<file path="src/rtl/dap_pkg.sv">
// Package for the dihedral angle block: widths, constants, stage types and helpers.
// No dependencies; used by every file in rtl.
`default_nettype none

package dap_pkg;

  localparam int COORD_WIDTH  = 24;
  localparam int ANGLE_STAGES = 16;
  localparam int ATAN_ENTRIES = 24;
  localparam int NORM_BITS    = 30;
  localparam int HALF_PI_Q30  = 1686629713;
  localparam int TORSION_MAX  = 25736;
  localparam int OUT_W        = 16;
  localparam int OUT_SHIFT    = 17;

  localparam int DW   = COORD_WIDTH + 1;       // bond vector component
  localparam int PW   = 2 * DW;                // cross product term
  localparam int NW   = PW + 1;                // normal component
  localparam int TL   = NW / 2;                // low slice of normal for triple product
  localparam int TH   = NW - TL;
  localparam int PLW  = TL + 1 + DW;
  localparam int PHW  = TH + DW;
  localparam int TW   = NW + DW + 2;           // triple product
  localparam int NLW  = $clog2(NW + 1);
  localparam int RW   = NORM_BITS + 1;         // reduced normal, signed
  localparam int QW   = 2 * RW;
  localparam int XW   = QW + 2;                // dot and cross of reduced normals
  localparam int XLW  = $clog2(XW + 1);
  localparam int SSW  = 2 * NORM_BITS + 2;     // sum of squares
  localparam int SQ_CELLS = SSW / 2;
  localparam int RMW  = SQ_CELLS + 3;          // square root remainder
  localparam int AW   = NORM_BITS + 4;         // CORDIC x, y, z
  localparam int SHW  = $clog2(ATAN_ENTRIES);

  typedef struct packed {
    logic vld;
    logic neg;
    logic degen;
  } dap_side_t;

  typedef struct packed {
    logic [SSW-1:0]        rad;
    logic [RMW-1:0]        rem;
    logic [SQ_CELLS-1:0]   root;
    logic signed [RW-1:0]  x;
    dap_side_t             side;
  } dap_sq_t;

  typedef struct packed {
    logic signed [AW-1:0] x;
    logic signed [AW-1:0] y;
    logic signed [AW-1:0] z;
    dap_side_t            side;
  } dap_cr_t;

  // atan(2^-i), 30 fraction bits, truncated
  function automatic logic signed [AW-1:0] atan_q30(input int idx);
    logic signed [AW-1:0] r;
    case (idx)
      0:  r = AW'(32'sh3243F6A8);
      1:  r = AW'(32'sh1DAC6705);
      2:  r = AW'(32'sh0FADBAFC);
      3:  r = AW'(32'sh07F56EA6);
      4:  r = AW'(32'sh03FEAB76);
      5:  r = AW'(32'sh01FFD55B);
      6:  r = AW'(32'sh00FFFAAA);
      7:  r = AW'(32'sh007FFF55);
      8:  r = AW'(32'sh003FFFEA);
      9:  r = AW'(32'sh001FFFFD);
      10: r = AW'(32'sh000FFFFF);
      11: r = AW'(32'sh0007FFFF);
      12: r = AW'(32'sh0003FFFF);
      13: r = AW'(32'sh0001FFFF);
      14: r = AW'(32'sh0000FFFF);
      15: r = AW'(32'sh00007FFF);
      16: r = AW'(32'sh00003FFF);
      17: r = AW'(32'sh00001FFF);
      18: r = AW'(32'sh00000FFF);
      19: r = AW'(32'sh000007FF);
      20: r = AW'(32'sh000003FF);
      21: r = AW'(32'sh000001FF);
      22: r = AW'(32'sh000000FF);
      23: r = AW'(32'sh0000007F);
      default: r = '0;
    endcase
    return r;
  endfunction

  function automatic logic [NLW-1:0] bitlen_n(input logic [NW-1:0] v);
    logic [NLW-1:0] r;
    r = '0;
    for (int i = 0; i < NW; i++) begin
      if (v[i]) r = NLW'(i + 1);
    end
    return r;
  endfunction

  function automatic logic [XLW-1:0] bitlen_x(input logic [XW-1:0] v);
    logic [XLW-1:0] r;
    r = '0;
    for (int i = 0; i < XW; i++) begin
      if (v[i]) r = XLW'(i + 1);
    end
    return r;
  endfunction

endpackage

`default_nettype wire

</file>
<file path="src/rtl/dap_cordic_cell.sv">
// One vectoring CORDIC micro-rotation, registered.
// Depends on dap_pkg.
`default_nettype none

module dap_cordic_cell
  import dap_pkg::*;
(
  input  logic                 clk_i,
  input  logic                 rst_ni,
  input  logic [SHW-1:0]       sh_i,
  input  logic signed [AW-1:0] at_i,
  input  logic                 skip_i,
  input  dap_cr_t              d_i,
  output dap_cr_t              d_o
);

  logic signed [AW-1:0] xs, ys;
  dap_cr_t              nx;

  always_comb begin
    xs = d_i.x >>> sh_i;
    ys = d_i.y >>> sh_i;
    nx = d_i;
    if (!skip_i) begin
      if (d_i.y > 0) begin
        nx.x = d_i.x + ys;
        nx.y = d_i.y - xs;
        nx.z = d_i.z + at_i;
      end else begin
        nx.x = d_i.x - ys;
        nx.y = d_i.y + xs;
        nx.z = d_i.z - at_i;
      end
    end
  end

  logic    vld_q;
  dap_cr_t pay_q;

  always_ff @(posedge clk_i or negedge rst_ni) begin
    if (!rst_ni) vld_q <= 1'b0;
    else         vld_q <= d_i.side.vld;
  end

  always_ff @(posedge clk_i) begin
    pay_q <= nx;
  end

  always_comb begin
    d_o          = pay_q;
    d_o.side.vld = vld_q;
  end

endmodule

`default_nettype wire
</file>
<file path="config.mk">
export PLATFORM = sky130hd
export DESIGN_NAME = dap_cordic_cell
export DESIGN_NICKNAME = d
export VERILOG_FILES = /design/src/rtl/dap_pkg.sv /design/src/rtl/dap_cordic_cell.sv
export SDC_FILE = /design/constraint.sdc
export NUM_CORES = 1
export LEC_CHECK = 0
export ABC_CLOCK_PERIOD_IN_PS = 800
export BUFFER_PORTS_ARGS = -buffer_cell sky130_fd_sc_hd__buf_2
export CORE_MARGIN = 8
export CORE_UTILIZATION = 59
export DETAILED_ROUTE_END_ITERATION = 8
export PLACE_DENSITY = 0.85
export RECOVER_POWER = 50
export SETUP_SLACK_MARGIN = 0.2
export SKIP_LAST_GASP = 1
export SYNTH_ARGS = -nofsm -noshare
export SYNTH_HDL_FRONTEND = slang
export SYNTH_SLANG_ARGS = --single-unit
export TNS_END_PERCENT = 1
</file>
<file path="constraint.sdc">
create_clock -name clk_i -period 0.8 [get_ports clk_i]
set_clock_uncertainty 0.2 [all_clocks]
set_input_delay 0.16 -clock clk_i [delete_from_list [all_inputs] [get_ports clk_i]]
set_output_delay 0.16 -clock clk_i [all_outputs]
set_load 0.005 [all_outputs]
</file>
==> results of run 1 <==
## synth_stat cells (19+ instances only)
cell / number / area share, %
a211oi_1: 20 / 0.97
a21o_1: 31 / 1.5
a21oi_1: 116 / 3.8
a22oi_1: 20 / 0.97
a31oi_1: 29 / 1.2
and3_1: 21 / 0.85
clkbuf_1: 66 / 1.6
dfxtp_1: 104 / 13
ha_1: 102 / 8.2
inv_1: 44 / 1.1
mux2_2: 37 / 2.7
mux2i_1: 50 / 3.2
mux4_2: 70 / 10
nand2_1: 236 / 5.7
nand2b_1: 20 / 0.81
nand3_1: 32 / 1.0
nor2_1: 129 / 3.1
nor3_1: 27 / 0.87
o21a_1: 25 / 1.2
o21ai_0: 159 / 5.1
o22ai_1: 19 / 0.77
o31ai_1: 28 / 1.4
or3_1: 23 / 0.93
xnor2_1: 67 / 3.8
xor2_1: 99 / 5.6
## repair_timing
action                                  4_1_cts
setup buffers                                44
hold buffers                                  1
endpoints found under the setup margin      207
gates cloned                                  4
pin swaps                                    83
endpoints found under the hold margin        48
resized for setup                           182
## cells by family after synthesis
kind of cell             Yosys count
flip-flops                       105
AO/OA/AOI/OAI                    583
adder cells (fa/ha/maj)          105
buffers and inverters            160
multiplexers                     183
AND/OR/NAND/NOR                  612
XOR/XNOR                         166
## layer usage
metal  overflow  global-route usage, %
met4         82                   80.7
met3         17                   77.5
met2        162                   92.9
met1         21                   80.7
met5          4                   59.7
## through the flow
stage	hold slack (ns)	setup WS [ns]	utilization (%)	TNS, ns
floorplan	-0.336	-4.73	-	-349.85
detailed placement	-0.262	-5.26	85.6	-405.83
CTS	-0.321	-4.21	91.6	-388.12
global placement	-0.266	-4.86	85.6	-376.60
==> impl_metrics.env, run 1 <==
export IMPL_outcome="stopped before the end"
export IMPL_lastStage="global routing"
export IMPL_error_message="[ERROR GRT-0116] Global routing finished with congestion. Check the congestion regions in the DRC Viewer."
export IMPL_cts_sinks=105
export IMPL_synth_edf_count=0
export IMPL_synth_xor_xnor_area_share_pct=9.39
export IMPL_die_w_um=178
export IMPL_dp_hpwl_um=61900
export IMPL_ys_types=105
export IMPL_io_pins=252
export IMPL_synthMuxAreaShare_pct=19.3
export IMPL_grt_pass1_wl_um=199000
export IMPL_synth_simple_gate_area_share_pct=19.2
export IMPL_cts_root_buf="clkbuf_16"
export IMPL_synth_seq_cells=105
export IMPL_synth_nets=2166
export IMPL_initial_core_util_pct=59.7
export IMPL_grt_pass1_vias=28875
export IMPL_die_h_um=178
export IMPL_dp_cells=3100
export IMPL_synth_flop_cell="dfxtp_1"
export IMPL_clockBufferDepth=2
export IMPL_yosysWarnings=0
export IMPL_portBuffers=251
export IMPL_cts_htree_levels=3
export IMPL_synth_area_sq_um=15500
export IMPL_gp_congestion=1.23
export IMPL_synth_compound_area_share_pct=24.7
export IMPL_synthCells=1914
export IMPL_synth_top_family_by_area="compound AO/OA/AOI/OAI gates"
export IMPL_grt_overflow=286
export IMPL_syn_avg_cell_area_sq_um=8.09
export IMPL_synth_fa_ha_area_share_pct=8.63
export IMPL_grt_usage_pct=82.9
export IMPL_synthArstFlopShare_pct=0.952
export IMPL_dpl_instance_area_sq_um=22200
export IMPL_synth_seq_area_share_pct=13.6
export IMPL_grt_max_degree=44
export IMPL_numCtsBuffers=9
export IMPL_rows=59
==> run 2, diff against run 1 <==
- CORE_UTILIZATION: 59 -> 40
- PLACE_DENSITY: 0.85 -> not set
- PLACE_DENSITY_LB_ADDON: not set -> 0.15
- SETUP_SLACK_MARGIN: 0.2 -> not set
==> run 2 against run 1 <==
The flow now finishes, with violations (negative hold slack, negative setup slack). Synthesized area stayed put. Synthesized cell count stayed put.
==> impl_metrics.env, run 2 <==
export IMPL_synth_edf_count=0
export IMPL_antenna_cells=0
export IMPL_ir_drop_mv=1.32
export IMPL_grt_overflow=0
export IMPL_ys_types=105
export IMPL_synthTopCellsByArea="dfxtp_1, mux4_2, ha_1"
export IMPL_gp_congestion=0.997
export IMPL_synth_seq_area_share_pct=13.6
export IMPL_vias=19265
export IMPL_grt_antenna_before_repair=0
export IMPL_cts_htree_levels=3
export IMPL_crit_path_end="d_o[90]$_DFF_P_"
export IMPL_drt_first_pass_iters=5
export IMPL_worstMarginPinSlew_ns=0.758
export IMPL_io_pins=252
export IMPL_post_route_period_util_pct=637
export IMPL_use_met2_pct=53.7
export IMPL_drt_initial_drc_count=1539
export IMPL_worstPathRequired_ns=0.87
export IMPL_cts_tree="yes"
export IMPL_met3_usage_pct=4.84
export IMPL_powerDensity_nw_per_um2=1530
export IMPL_cts_root_buf="clkbuf_16"
export IMPL_holdCritPathClass="in2reg"
export IMPL_portBuffers=251
export IMPL_layout_drive_gt1_share_pct=45.9
export IMPL_slew_violations=0
export IMPL_syn_avg_cell_area_sq_um=8.09
export IMPL_post_drt_via_cell_ratio=5.67
export IMPL_critical_path_class="in2reg"
export IMPL_yosysWarnings=0
export IMPL_use_met1_pct=38.9
export IMPL_nNetsFinal=3125
export IMPL_area_delta_synth_final_pct=57.0
export IMPL_synth_nets=2166
export IMPL_synthArstFlopShare_pct=0.952
export IMPL_critPathArrivalTime_ns=5.16
export IMPL_largest_register_ffs=104
export IMPL_grt_usage_pct=31.3
export IMPL_wl_per_cell_um=21.5
export IMPL_synth_flop_cell="dfxtp_1"
export IMPL_ant_nets=0
export IMPL_wl_um=72900
export IMPL_cts_sinks=105
export IMPL_synth_largest_area_cell="dfxtp_1"
export IMPL_clock_fmax_mhz=196
export IMPL_utilization_pct=63.2
export IMPL_power_leakage_nw=11.3
export IMPL_violations="negative hold slack, negative setup slack"
export IMPL_clockBufferDepth=2
export IMPL_fin_ws_ns=-4.30
export IMPL_dieArea_sq_um=45200
export IMPL_min_path_cells=3
export IMPL_rows=72
export IMPL_drv_cap=0
export IMPL_start_kind="input port"
export IMPL_busiest_layer="met2"
export IMPL_die_h_um=213
export IMPL_synth_top_area_share_pct=13.5
export IMPL_die_w_um=213
export IMPL_cp_max_fo=10
export IMPL_outcome="finished with violations"
export IMPL_synth_area_sq_um=15500
export IMPL_finalCriticalPeriod_ns=5.10
export IMPL_coreArea_sq_um=38500
export IMPL_grt_pass1_wl_um=110000
export IMPL_holdWs_ns=-0.216
export IMPL_p_total_mw=37.1
export IMPL_most_common_layout_cells="buf_4, buf_2, nand2_1, o21ai_0, nor2_1"
export IMPL_synth_most_common_cell="nand2_1"
export IMPL_rsz0062_at_grt="true"
export IMPL_synthCells=1914
export IMPL_numCtsBuffers=9
export IMPL_endpoint_kind="flop"
export IMPL_grt_max_degree=61
export IMPL_startpoint="sh_i[0]"
export IMPL_cts_hold_buf=4
export IMPL_slew_headroom_pct=49.4
export IMPL_synth_seq_cells=105
export IMPL_mostFrequentLayoutCell="buf_4"
export IMPL_hold_viol=52
export IMPL_grt_pass1_vias=19274
export IMPL_clkTransAtPathRegs_ns=0.07
export IMPL_drc=0
export IMPL_dp_hpwl_um=60000
export IMPL_setup_viol=207
export IMPL_synth_common_cells="nand2_1, o21ai_0, nor2_1, a21oi_1, dfxtp_1"
export IMPL_initial_core_util_pct=40.2
==> run 2: cell counts after synthesis <==
Identical to the previous run, type by type.
==> run 2: through the flow <==
stage / worst slack, ns / hold WS [ns] / instance area (sq um) / std cells / setup TNS, ns
after floorplan: -4.73 / -0.336 / 15600 / 1914 / -349.85
after global placement: -4.97 / -0.265 / 22700 / 3321 / -399.31
final: -4.30 / -0.216 / 24300 / 3396 / -391.38
after global routing: -4.46 / -0.227 / 24300 / 3396 / -410.45
after detailed placement: -5.01 / -0.264 / 22700 / 3321 / -403.28
after CTS: -4.09 / -0.257 / 23900 / 3379 / -383.04
==> run 2: cell type report <==
type                    count  area, sq um
inverters                  45          169
fillers                  3449        14200
clock buffers              10          239
clock inverters             6          136
well taps                 518          648
multi-input cells        1649        13200
repair buffers           1063         7790
flip-flops and latches    105         2110
==> run 2: power breakdown <==
group | internal [mW] | leakage, nW | total, mW | switching, mW
Clock | 3.47 | 0.179 | 5.73 | 2.26
Sequential | 6.40 | 0.889 | 6.70 | 0.297
Combinational | 12.6 | 10.3 | 24.7 | 12.1
==> run 2: cell families after synthesis <==
family / share of synthesized area [%]
buffers and inverters: 5.12
AND/OR/NAND/NOR: 19.2
XOR/XNOR: 9.39
adder cells (fa/ha/maj): 8.63
multiplexers: 19.3
AO/OA/AOI/OAI: 24.7
flip-flops: 13.6
==> run 2: how the worst min path moves through the flow <==
stage                     startpoint               to  slack (ns)
final                        d_i[11]  d_o[11]$_DFF_P_       -0.22
after detailed placement      rst_ni  vld_q$_DFF_PN0_       -0.26
after floorplan               rst_ni  vld_q$_DFF_PN0_       -0.34
after global placement        rst_ni  vld_q$_DFF_PN0_       -0.27
after global routing          d_i[6]   d_o[6]$_DFF_P_       -0.23
after CTS                    d_i[36]  d_o[36]$_DFF_P_       -0.26
==> run 2: timing repair <==
action,CTS,global route
gates cloned,4,1
pin swaps,68,57
buffers inserted,34,17
gates resized for setup,117,57
endpoints found under the hold margin,63,46
endpoints found under the setup margin,207,207
==> run 2: metal layers <==
metal / up-vias / wire (um)
li1: 9125 / -
met1: 9207 / 29900
met2: 779 / 35100
met3: 154 / 4970
met4: 0 / 3000
met5: - / 0
==> run 2: worst max-delay path: stages <==
cell	delay [ns]
buf_16	0.13
buf_6	0.14
buf_12	0.14
mux2i_4	0.18
and2_1	0.17
o311ai_0	0.59
a31oi_1	0.29
o211ai_2	0.18
buf_4	0.15
buf_4	0.09
buf_4	0.11
nor2_1	0.04
a21oi_1	0.16
xor2_1	0.29
ha_1	0.31
buf_4	0.15
a2111oi_1	0.49
nand3_1	0.25
buf_4	0.20
nand2_1	0.10
nor2_1	0.07
o31a_1	0.23
nor2_1	0.11
xor2_1	0.17
buf_4	0.14
o21ai_0	0.10
Power figures use the tool's default switching activity.
