[src/rtl/dap_pkg.sv]
// Package for the dihedral angle block: widths, constants, stage types and helpers.
// No dependencies; used by every file in rtl.
`default_nettype none

package dap_pkg;

  localparam int COORD_WIDTH  = 24;
  localparam int ANGLE_STAGES = 16;
  localparam int ATAN_ENTRIES = 24;
  localparam int NORM_BITS    = 30;
  localparam int HALF_PI_Q30  = 1686629713;
  localparam int TORSION_MAX  = 25736;
  localparam int OUT_W        = 16;
  localparam int OUT_SHIFT    = 17;

  localparam int DW   = COORD_WIDTH + 1;       // bond vector component
  localparam int PW   = 2 * DW;                // cross product term
  localparam int NW   = PW + 1;                // normal component
  localparam int TL   = NW / 2;                // low slice of normal for triple product
  localparam int TH   = NW - TL;
  localparam int PLW  = TL + 1 + DW;
  localparam int PHW  = TH + DW;
  localparam int TW   = NW + DW + 2;           // triple product
  localparam int NLW  = $clog2(NW + 1);
  localparam int RW   = NORM_BITS + 1;         // reduced normal, signed
  localparam int QW   = 2 * RW;
  localparam int XW   = QW + 2;                // dot and cross of reduced normals
  localparam int XLW  = $clog2(XW + 1);
  localparam int SSW  = 2 * NORM_BITS + 2;     // sum of squares
  localparam int SQ_CELLS = SSW / 2;
  localparam int RMW  = SQ_CELLS + 3;          // square root remainder
  localparam int AW   = NORM_BITS + 4;         // CORDIC x, y, z
  localparam int SHW  = $clog2(ATAN_ENTRIES);

  typedef struct packed {
    logic vld;
    logic neg;
    logic degen;
  } dap_side_t;

  typedef struct packed {
    logic [SSW-1:0]        rad;
    logic [RMW-1:0]        rem;
    logic [SQ_CELLS-1:0]   root;
    logic signed [RW-1:0]  x;
    dap_side_t             side;
  } dap_sq_t;

  typedef struct packed {
    logic signed [AW-1:0] x;
    logic signed [AW-1:0] y;
    logic signed [AW-1:0] z;
    dap_side_t            side;
  } dap_cr_t;

  // atan(2^-i), 30 fraction bits, truncated
  function automatic logic signed [AW-1:0] atan_q30(input int idx);
    logic signed [AW-1:0] r;
    case (idx)
      0:  r = AW'(32'sh3243F6A8);
      1:  r = AW'(32'sh1DAC6705);
      2:  r = AW'(32'sh0FADBAFC);
      3:  r = AW'(32'sh07F56EA6);
      4:  r = AW'(32'sh03FEAB76);
      5:  r = AW'(32'sh01FFD55B);
      6:  r = AW'(32'sh00FFFAAA);
      7:  r = AW'(32'sh007FFF55);
      8:  r = AW'(32'sh003FFFEA);
      9:  r = AW'(32'sh001FFFFD);
      10: r = AW'(32'sh000FFFFF);
      11: r = AW'(32'sh0007FFFF);
      12: r = AW'(32'sh0003FFFF);
      13: r = AW'(32'sh0001FFFF);
      14: r = AW'(32'sh0000FFFF);
      15: r = AW'(32'sh00007FFF);
      16: r = AW'(32'sh00003FFF);
      17: r = AW'(32'sh00001FFF);
      18: r = AW'(32'sh00000FFF);
      19: r = AW'(32'sh000007FF);
      20: r = AW'(32'sh000003FF);
      21: r = AW'(32'sh000001FF);
      22: r = AW'(32'sh000000FF);
      23: r = AW'(32'sh0000007F);
      default: r = '0;
    endcase
    return r;
  endfunction

  function automatic logic [NLW-1:0] bitlen_n(input logic [NW-1:0] v);
    logic [NLW-1:0] r;
    r = '0;
    for (int i = 0; i < NW; i++) begin
      if (v[i]) r = NLW'(i + 1);
    end
    return r;
  endfunction

  function automatic logic [XLW-1:0] bitlen_x(input logic [XW-1:0] v);
    logic [XLW-1:0] r;
    r = '0;
    for (int i = 0; i < XW; i++) begin
      if (v[i]) r = XLW'(i + 1);
    end
    return r;
  endfunction

endpackage

`default_nettype wire

[src/rtl/dap_sqrt_cell.sv]
// One digit cell of the square root chain: one root bit per cell, registered.
// Depends on dap_pkg.
`default_nettype none

module dap_sqrt_cell
  import dap_pkg::*;
(
  input  logic    clk_i,
  input  logic    rst_ni,
  input  dap_sq_t d_i,
  output dap_sq_t d_o
);

  logic [RMW-1:0] r2;
  logic [RMW-1:0] trial;
  dap_sq_t        nx;

  always_comb begin
    r2    = {d_i.rem[RMW-3:0], d_i.rad[SSW-1:SSW-2]};
    trial = RMW'({d_i.root, 2'b01});
    nx    = d_i;
    nx.rad = d_i.rad << 2;
    if (r2 >= trial) begin
      nx.rem  = r2 - trial;
      nx.root = {d_i.root[SQ_CELLS-2:0], 1'b1};
    end else begin
      nx.rem  = r2;
      nx.root = {d_i.root[SQ_CELLS-2:0], 1'b0};
    end
  end

  logic    vld_q;
  dap_sq_t pay_q;

  always_ff @(posedge clk_i or negedge rst_ni) begin
    if (!rst_ni) vld_q <= 1'b0;
    else         vld_q <= d_i.side.vld;
  end

  always_ff @(posedge clk_i) begin
    pay_q <= nx;
  end

  always_comb begin
    d_o          = pay_q;
    d_o.side.vld = vld_q;
  end

endmodule

`default_nettype wire

[config.mk]
export PLATFORM = sky130hd
export DESIGN_NAME = dap_sqrt_cell
export DESIGN_NICKNAME = d
export VERILOG_FILES = /design/src/rtl/dap_pkg.sv /design/src/rtl/dap_sqrt_cell.sv
export SDC_FILE = /design/constraint.sdc
export NUM_CORES = 1
export LEC_CHECK = 0
export BUFFER_PORTS_ARGS = -buffer_cell sky130_fd_sc_hd__buf_2
export CELL_PAD_IN_SITES_DETAIL_PLACEMENT = 0
export CELL_PAD_IN_SITES_GLOBAL_PLACEMENT = 1
export CORE_ASPECT_RATIO = 1.4
export CORE_MARGIN = 8
export CORE_UTILIZATION = 31
export DETAILED_ROUTE_END_ITERATION = 10
export GPL_TIMING_DRIVEN = 0
export PLACE_DENSITY = 0.78
export SLEW_MARGIN = 20
export SYNTH_ARGS = -nofsm -noshare
export SYNTH_HDL_FRONTEND = slang
export SYNTH_SLANG_ARGS = --single-unit
[constraint.sdc]
create_clock -name clk_i -period 0.81 [get_ports clk_i]
set_clock_uncertainty 0.15 [all_clocks]
set_input_delay 0.0405 -clock clk_i [delete_from_list [all_inputs] [get_ports clk_i]]
set_output_delay 0.0405 -clock clk_i [all_outputs]
set_load 0.01 [all_outputs]
==> flow_metrics.tcl, run 1 <==
set metrics [dict create \
    status "finished, violations left" \
    violations "hold timing, setup timing" \
    chipWidth_um 129 \
    place_area_um2 7740 \
    rsz0062_at_grt "yes" \
    combPwrFrac 0.261 \
    drc 0 \
    grt_pass1_vias 6410 \
    hpwl_um 17500 \
    slew_headroom 0.651 \
    viasPerCell 4.60 \
    grt_max_degree 19 \
    netlist_area_um2 5520 \
    critPathLaunch "d_i[79]" \
    dr.pass1.iters 5 \
    p_leak_uw 0.00527 \
    place.gp.congestion 0.864 \
    worstPathRequired_ns 0.98 \
    final_cell_area_um2 11500 \
    drive_gt1_frac 0.565 \
    clock_sinks 159 \
    hold_start "d_i[91]" \
    synth_top_area_share 0.573 \
    power_switching_uw 6870 \
    synth_edf_count 0 \
    clkSlewWorstSetupHoldPaths_ns 0.07 \
    drt-total-wl_um 27300 \
    grt-ovfl-total 0 \
    avgSynthCellArea_um2 10.5 \
    drv_cap 0 \
    dieArea_um2 22400 \
    worst_slew_pin_slew_ns 0.518 \
    critPathLaunchType "input port" \
    hold_viol 5 \
    start_util 0.317 \
    period_minus_slack_ns 1.95 \
    switching_share 0.301 \
    core_region_area_um2 17400 \
    synth_cells 527 \
    whs_ns -0.236 \
    drv_slew 0 \
    cts_root_buffer "clkbuf_16" \
    setup_viol 194 \
    num_io_pins 324 \
    portBuffers 319 \
    seq_area_frac_synth 0.577 \
    seqPwrFrac 0.387 \
    cp_max_fo 3 \
    drtIter0Drc 293 \
    drtAntennaViolNets 0 \
    min_path_type "in -> reg" \
    grt_antenna_before_repair 5 \
    die_height_um 174 \
    yosys_warnings 0 \
    p_per_area_nw_per_um2 1980 \
    cts_tree "yes" \
    ys_ff_latch 159 \
    tns_ns -75.67 \
    fmax_ghz 0.513 \
    utilization 0.661 \
    cts_buffers 17 \
    via_count 6022 \
    grt_usage 0.223 \
    nFillCells 1295 \
    vdd_drop_max_mv 0.998 \
    async_reset_ff_frac 0.00629 \
    clock_path_buffers 2 \
    yosysTopAreaCell "dfxtp_1" \
    p_int_uw 15900 \
    grt_pass1_wl_um 37700 \
    power_frac_clock 0.352 \
    ys_types 52 \
    synth_area_leaders "dfxtp_1, ha_1, a21oi_1, inv_1, xnor2_1" \
    nNetsFinal 1254 \
    power_uw 22800 \
    worstSetupPathType "in -> reg" \
    post-route-period-util 2.40 \
    rows 57 \
    routedWlPerCell_um 20.9 \
    htree_levels 4 \
    cp-end-kind "flip-flop" \
    cp.arrival_ns 2.12 \
    area_growth_pct 108 \
    setup_slack_ns -1.14 \
    ys.flop_type "dfxtp_1" \
]
worst max-delay path, cell delays in order:
cell	delay, ns
buf_6	0.10
ha_4	0.23
a21o_1	0.17
a21o_1	0.17
a211o_1	0.28
a311o_1	0.29
o21ai_2	0.22
a21oi_2	0.09
or3_1	0.35
a31o_1	0.17
flip-flops by register name (all words and copies together) (netlist names):
register / count
vld_q: 1
d_o: 158
kinds of logic (layout without fill, tap and decap cells):
logic type,Yosys count,after routing,share of synthesized area
xor gates and xnor gates,28,28,0.0444
DFF,159,159,0.577
buffers and inverters,59,602,0.0474
AOI/OAI and AO/OA,136,136,0.153
and+or+nand+nor,103,103,0.0861
other,1,5,0.000679
adders and majority gates,33,33,0.0748
muxes,8,8,0.0163
through the flow:
stage | setup slack (ns) | std cells
3_3_place_gp | -2.02 | 1083
5_1_grt | -1.20 | 1310
6_report | -1.14 | 1310
2_1_floorplan | -1.49 | 528
3_5_place_dp | -2.04 | 1083
4_1_cts | -1.21 | 1294
cell usage in the layout, fill, tap and decap left out, types with 6 or more instances in the layout:
cell,n
a21o_1,10
a21oi_1,39
a21oi_2,19
a21oi_4,6
buf_2,213
buf_4,31
buf_6,113
buf_8,6
clkbuf_16,17
dfxtp_1,63
dfxtp_2,95
dlygate4sd3_1,157
ha_2,8
ha_4,20
inv_1,30
inv_2,11
inv_8,7
mux2_4,7
nand2_1,28
nor2_1,31
o21a_1,6
o21ai_0,6
o21ai_1,7
xnor2_1,16
xor2_1,11
timing repair:
action / CTS / global route
endpoints found under the setup margin: 194 / 194
resized for setup: 247 / 111
hold endpoints to repair: 159 / 7
hold buffers: 153 / 4
pin swaps: 44 / 25
buffers inserted: 28 / 10
gates cloned: 4 / 0
synth_stat cells, types with 2 or more instances:
| master | instances |
|---|---|
| a31oi_1 | 5 |
| nor3_1 | 7 |
| o31ai_1 | 3 |
| buf_4 | 3 |
| nand2b_1 | 4 |
| a31o_2 | 2 |
| a211oi_1 | 3 |
| dfxtp_1 | 158 |
| o21bai_1 | 5 |
| and3_1 | 2 |
| or3_1 | 3 |
| nor2b_1 | 2 |
| nor4_1 | 3 |
| xnor2_1 | 17 |
| nand4_1 | 5 |
| a21oi_1 | 63 |
| nand3_1 | 9 |
| and2_1 | 3 |
| clkbuf_1 | 5 |
| a21o_1 | 10 |
| inv_1 | 43 |
| nand2_1 | 30 |
| nor2_1 | 32 |
| buf_6 | 3 |
| a211o_1 | 2 |
| ha_1 | 33 |
| mux2_1 | 7 |
| o21a_1 | 6 |
| buf_2 | 5 |
| o211ai_1 | 4 |
| o21ai_1 | 4 |
| a21o_2 | 3 |
| o21ai_0 | 14 |
| xor2_1 | 11 |
layer usage:
metal / global-route usage / part of all wire / vias up
li1: - / - / 2875
met1: 0.217 / 0.35 / 2856
met2: 0.391 / 0.52 / 243
met3: 0.103 / 0.10 / 44
met4: 0.101 / 0.032 / 4
met5: 0 / 0.00099 / -
power by group through the flow:
| stage | Sequential (uW) | Combinational, uW | Clock, uW |
|---|---|---|---|
| floorplan | 9210 | 1860 | 0 |
| global placement | 8790 | 3950 | 0 |
| detailed placement | 8810 | 3950 | 0 |
| CTS | 8730 | 5570 | 8130 |
| global route | 8880 | 6340 | 8520 |
| finish | 8830 | 5960 | 8020 |
final timing paths:
path                            to  slack (ns)  cells past startpoint
worst max-delay path       d_o[96]       -1.14                     10
worst min-delay path       d_o[93]       -0.24                      3
min in group asynchronous    vld_q        0.33                      3
max in group asynchronous    vld_q        0.07                      3
layout make-up:
| class | count | area (um^2) | area share |
|---|---|---|---|
| antenna | 3 | 7.51 | 0.000652 |
| buffer | 10 | 129 | 0.0112 |
| clock buffer | 17 | 425 | 0.0370 |
| clock inverter | 15 | 159 | 0.0138 |
| inverter | 43 | 171 | 0.0149 |
| multi-input combinational | 310 | 2760 | 0.240 |
| sequential | 159 | 3310 | 0.287 |
| tap | 236 | 295 | 0.0257 |
| timing repair buffer | 517 | 4250 | 0.370 |
No activity file was read; power rests on OpenSTA's default activity.
==> run 2, diff against run 1 <==
--- a/config.mk
+++ b/config.mk
@@ -14,6 +14,7 @@
 export DETAILED_ROUTE_END_ITERATION = 10
 export GPL_TIMING_DRIVEN = 0
 export PLACE_DENSITY = 0.78
+export SETUP_SLACK_MARGIN = 0.1
 export SLEW_MARGIN = 20
 export SYNTH_ARGS = -nofsm -noshare
 export SYNTH_HDL_FRONTEND = slang
==> run 2 against run 1 <==
  * Global-route usage fell by 0.61 points
  * Routed wire length rose by 0.14%
  * The run still ends with hold timing, setup timing left
  * Final area rose by 0.17%
  * Count of clock-buffer cells in the layout did not move
  * Setup slack got worse by 0.050 ns
  * Non-clock buffer count fell by 17
  * Largest cell class unchanged
  * Die area did not move
  * Flip-flop and latch count did not move
==> flow_metrics.tcl, run 2 (synthesis results as in run 1) <==
set metrics [dict create \
    status "finished, violations left" \
    violations "hold timing, setup timing" \
    chipWidth_um 129 \
    grt_pass1_wl_um 36500 \
    min_path_type "in -> reg" \
    drive_gt1_frac 0.578 \
    drtIter0Drc 228 \
    cp_common_cell "a21o_1" \
    cp_max_fo 3 \
    rsz0062_at_grt "yes" \
    clock_path_buffers 2 \
    period_minus_slack_ns 2.00 \
    worstPathCellList "buf_8, ha_4, a21o_1, a21o_1, a211o_1, a311o_1, o21ai_2, a21oi_2, or3_1, a31o_1" \
    grt_antenna_before_repair 7 \
    post-route-period-util 2.47 \
    setup_viol 194 \
    dr_wl_met3_um 2890 \
    place.gp.congestion 0.864 \
    cts_tree "yes" \
    grt-ovfl-total 0 \
    cts_root_buffer "clkbuf_16" \
    final_cell_area_um2 11500 \
    core_region_area_um2 17400 \
    top_layer "met5" \
    cpLargestDelayFamily "compound AO/OA/AOI/OAI gates" \
    drtAntennaViolNets 0 \
    die_height_um 174 \
    largest_reg_flops 158 \
    fmax_ghz 0.501 \
    drt-total-wl_um 27400 \
    p_per_area_nw_per_um2 1990 \
    grt_max_degree 19 \
    p_leak_uw 0.00525 \
    critPathSlowestCell "or3_1" \
    dieArea_um2 22400 \
    nFillCells 1308 \
    slew_headroom 0.649 \
    dr_wl_met2_um 14000 \
    start_util 0.317 \
    utilization 0.662 \
    portBuffers 319 \
    met1Wirelength_um 9330 \
    viasPerCell 4.59 \
    hold_viol 22 \
    layout_common_cells "buf_2, dlygate4sd3_1, buf_6" \
    via_count 5958 \
    path_buf_inv 1 \
    worstPathRequired_ns 0.99 \
    drv_slew 0 \
    worstSetupPathType "in -> reg" \
    drc 0 \
    critPathLaunchType "input port" \
    area_growth_pct 109 \
    num_io_pins 324 \
    place_area_um2 7740 \
    setup_slack_ns -1.19 \
    cp-end-kind "flip-flop" \
    grt_pass1_vias 6227 \
    routedWlPerCell_um 21.1 \
    drv_cap 0 \
    whs_ns -0.300 \
    vdd_drop_max_mv 1.34 \
    layout.cells.most_common "buf_2" \
    worst_slew_pin_slew_ns 0.521 \
    dr.pass1.iters 4 \
    cp.arrival_ns 2.17 \
    clock_sinks 159 \
    cts_buffers 17 \
    clkSlewWorstSetupHoldPaths_ns 0.07 \
    nNetsFinal 1237 \
    rows 57 \
    htree_levels 4 \
    hpwl_um 17500 \
    grt_usage 0.217 \
    slowest_delay_ns 0.35 \
]
-- run 2: power breakdown --
group          total, uW  internal (uW)  switching, uW  leakage, uW
registers           8830           8570            263      0.00134
clock network       8040           4150           3890     0.000287
logic               6030           3290           2740      0.00362
-- run 2: worst paths after layout --
check                      startpoint  depth (start not counted)  slack (ns)       to
setup / recovery              d_i[79]                         10       -1.19  d_o[96]
hold / removal                d_i[71]                          2       -0.30  d_o[73]
max in group asynchronous      rst_ni                          2        0.66    vld_q
min in group asynchronous      rst_ni                          2       -0.23    vld_q
-- run 2: through the flow --
step                total power [uW]  setup slack, ns  hold WS, ns  TNS, ns  cells
global placement               12700            -2.02       -0.335   -63.18   1083
finish                         22900            -1.19       -0.300   -76.33   1297
detailed placement             12800            -2.04       -0.334   -63.62   1083
global route                   23800            -1.24       -0.311   -84.32   1295
CTS                            22300            -1.23       -0.310   -78.70   1272
floorplan                      11100            -1.49       -0.405   -39.33    528
-- run 2: area by class of cell --
cell class,instances,area [um^2],area share
clock buffer,17,425,0.0369
antenna,7,17.5,0.00152
buffer,11,136,0.0118
tap,236,295,0.0256
multi-input combinational,310,2780,0.241
inverter,43,181,0.0157
clock inverter,15,159,0.0138
timing repair buffer,499,4230,0.367
sequential,159,3310,0.287
-- run 2: metal layers --
metal,up-vias,track usage
met2,254,0.382
met1,2797,0.208
met4,4,0.0998
met5,-,0
li1,2842,-
met3,61,0.103
-- run 2: timing repair --
| item | CTS | global route |
|---|---|---|
| setup endpoints to repair | 194 | 195 |
| hold endpoints to repair | 159 | 24 |
| gates cloned | 4 | 1 |
| pin swaps | 16 | 7 |
| gates resized for setup | 233 | 163 |
| setup buffers | 16 | 17 |
| hold buffers | 138 | 5 |
==> run 3, diff against run 2 <==
--- a/config.mk
+++ b/config.mk
@@ -6,14 +6,12 @@
 export NUM_CORES = 1
 export LEC_CHECK = 0
 export BUFFER_PORTS_ARGS = -buffer_cell sky130_fd_sc_hd__buf_2
-export CELL_PAD_IN_SITES_DETAIL_PLACEMENT = 0
-export CELL_PAD_IN_SITES_GLOBAL_PLACEMENT = 1
 export CORE_ASPECT_RATIO = 1.4
 export CORE_MARGIN = 8
 export CORE_UTILIZATION = 31
 export DETAILED_ROUTE_END_ITERATION = 10
 export GPL_TIMING_DRIVEN = 0
-export PLACE_DENSITY = 0.78
+export PLACE_DENSITY = 0.59
 export SETUP_SLACK_MARGIN = 0.1
 export SLEW_MARGIN = 20
 export SYNTH_ARGS = -nofsm -noshare
==> run 3 against run 2 <==
  * Setup slack improved by 0.061 ns
  * Count of clock-buffer cells in the layout is the same
  * Global-route usage is 0.95 points higher
  * Routed wire length grew 2.5%
  * Critical path depth rose by 2
  * Highest routed layer unchanged
  * Die area did not move
  * Sequential power up 0.5%
  * The run still ends with hold timing, setup timing left
==> flow_metrics.tcl, run 3 (synthesis results as in run 1) <==
set metrics [dict create \
    hpwl_um 18000 \
    setup_viol 194 \
    drtAntennaViolNets 0 \
    grt-ovfl-total 0 \
    worst_slew_pin_slew_ns 0.571 \
    rows 57 \
    core_region_area_um2 17400 \
    vdd_drop_max_mv 1.24 \
    critPathLaunchType "input port" \
    post-route-period-util 2.39 \
    cp-end-kind "flip-flop" \
    drive_gt1_frac 0.627 \
    setup_slack_ns -1.13 \
    nNetsFinal 1238 \
    portBuffers 319 \
    drtIter0Drc 345 \
    place_area_um2 7740 \
    instances_no_fill 1292 \
    rsz0062_at_grt "yes" \
    min_path_type "in -> reg" \
    tns_ns -75.84 \
    violations "hold timing, setup timing" \
    viasPerCell 4.65 \
    clkSlewWorstSetupHoldPaths_ns 0.07 \
    clock_path_buffers 2 \
    chipWidth_um 129 \
    grt_pass1_wl_um 37800 \
    start_util 0.317 \
    clock_sinks 159 \
    power_uw 23300 \
    period_minus_slack_ns 1.94 \
    grt_usage 0.227 \
    worstSetupPathType "in -> reg" \
    drv_cap 0 \
    seqPwrFrac 0.381 \
    p_int_uw 16200 \
    num_io_pins 324 \
    final_cell_area_um2 11800 \
    nFillCells 1253 \
    cts_buffers 17 \
    status "finished, violations left" \
    dieArea_um2 22400 \
    layout_common_cells "buf_2, dlygate4sd3_1, buf_6" \
    dr.pass1.iters 7 \
    cp_max_fo 7 \
    largest_reg_flops 158 \
    drt-total-wl_um 28100 \
    power_frac_clock 0.344 \
    slew_headroom 0.615 \
    cts_tree "yes" \
    p_per_area_nw_per_um2 1970 \
    place.gp.congestion 0.881 \
    cts_root_buffer "clkbuf_16" \
    whs_ns -0.300 \
    fmax_ghz 0.516 \
    grt_max_degree 19 \
    power_switching_uw 7050 \
    cp.arrival_ns 2.10 \
    p_leak_uw 0.00532 \
    worstPathRequired_ns 0.98 \
    critPathLaunch "d_i[160]" \
    hold_viol 27 \
    area_growth_pct 114 \
    hold_start "d_i[76]" \
    switching_share 0.303 \
    via_count 6002 \
    crit_path_end "d_o[90]" \
    routedWlPerCell_um 21.7 \
    layout.cells.most_common "buf_2" \
    combPwrFrac 0.275 \
    drc 0 \
    grt_pass1_vias 6333 \
    drv_slew 0 \
    grt_antenna_before_repair 3 \
    die_height_um 174 \
    place_inst 1083 \
    htree_levels 4 \
]
## run 3: cell types whose count changed in the layout (fill, tap and decap cells not counted), moves of 10 or more
| cell | delta |
|---|---|
| a21oi_1 | -14 |
| a21oi_2 | +10 |
| buf_6 | +12 |
| dfxtp_1 | -10 |
| dfxtp_2 | +10 |
| nor2_1 | -11 |
| nor2_4 | +13 |
## run 3: metrics by stage
stage	worst slack [ns]	utilization	hold slack [ns]
after floorplan	-1.49	-	-0.405
after global placement	-2.03	0.445	-0.334
after detailed placement	-2.02	0.445	-0.333
after CTS	-1.21	0.628	-0.303
after global routing	-1.17	0.679	-0.309
final	-1.13	0.679	-0.300
## run 3: cell type report
type | count | area (um^2) | area share
antenna | 1 | 2.50 | 0.000212
clock buffer | 17 | 425 | 0.0360
timing repair buffer | 502 | 4260 | 0.360
clock inverter | 15 | 163 | 0.0138
buffer | 9 | 125 | 0.0106
tap | 236 | 295 | 0.0250
sequential | 159 | 3320 | 0.281
multi-input combinational | 310 | 3050 | 0.258
inverter | 43 | 181 | 0.0154
## run 3: how the worst min path moves through the flow
stage,cells after the start,slack [ns],to
2_1_floorplan,0,-0.41,vld_q
3_3_place_gp,1,-0.33,vld_q
3_5_place_dp,1,-0.33,vld_q
4_1_cts,2,-0.30,d_o[85]
5_1_grt,2,-0.31,d_o[79]
6_report,2,-0.30,d_o[78]
## run 3: critical path, cell delays in order
cell	delay [ns]
clkbuf_4	0.16
inv_2	0.06
ha_4	0.16
nand2b_4	0.14
a21o_1	0.21
a211o_1	0.37
nand3_4	0.13
a21oi_4	0.07
o21ai_4	0.15
buf_12	0.15
buf_12	0.15
mux2_4	0.31
## run 3: timing repair
action                                  in CTS  in global routing
hold endpoints to repair                   159                 29
pin swaps                                   34                 49
gates resized for setup                    269                215
endpoints found under the setup margin     194                195
hold buffers                               135                  2
buffers inserted                            26                 19
gates cloned                                 4                  1
## run 3: routing by layer
layer / GRT usage / vias to the layer above / part of all wire
li1: - / 2837 / -
met5: 0 / - / 0.0012
met1: 0.228 / 2833 / 0.35
met3: 0.0986 / 73 / 0.10
met2: 0.390 / 255 / 0.50
met4: 0.109 / 4 / 0.048
## run 3: power by group through the flow
stage	combinational [uW]	sequential (uW)	clock [uW]
global route	6780	8920	8450
global placement	3940	8800	0
CTS	5590	8740	8020
floorplan	1860	9210	0
finish	6400	8870	7990
detailed placement	3950	8810	0
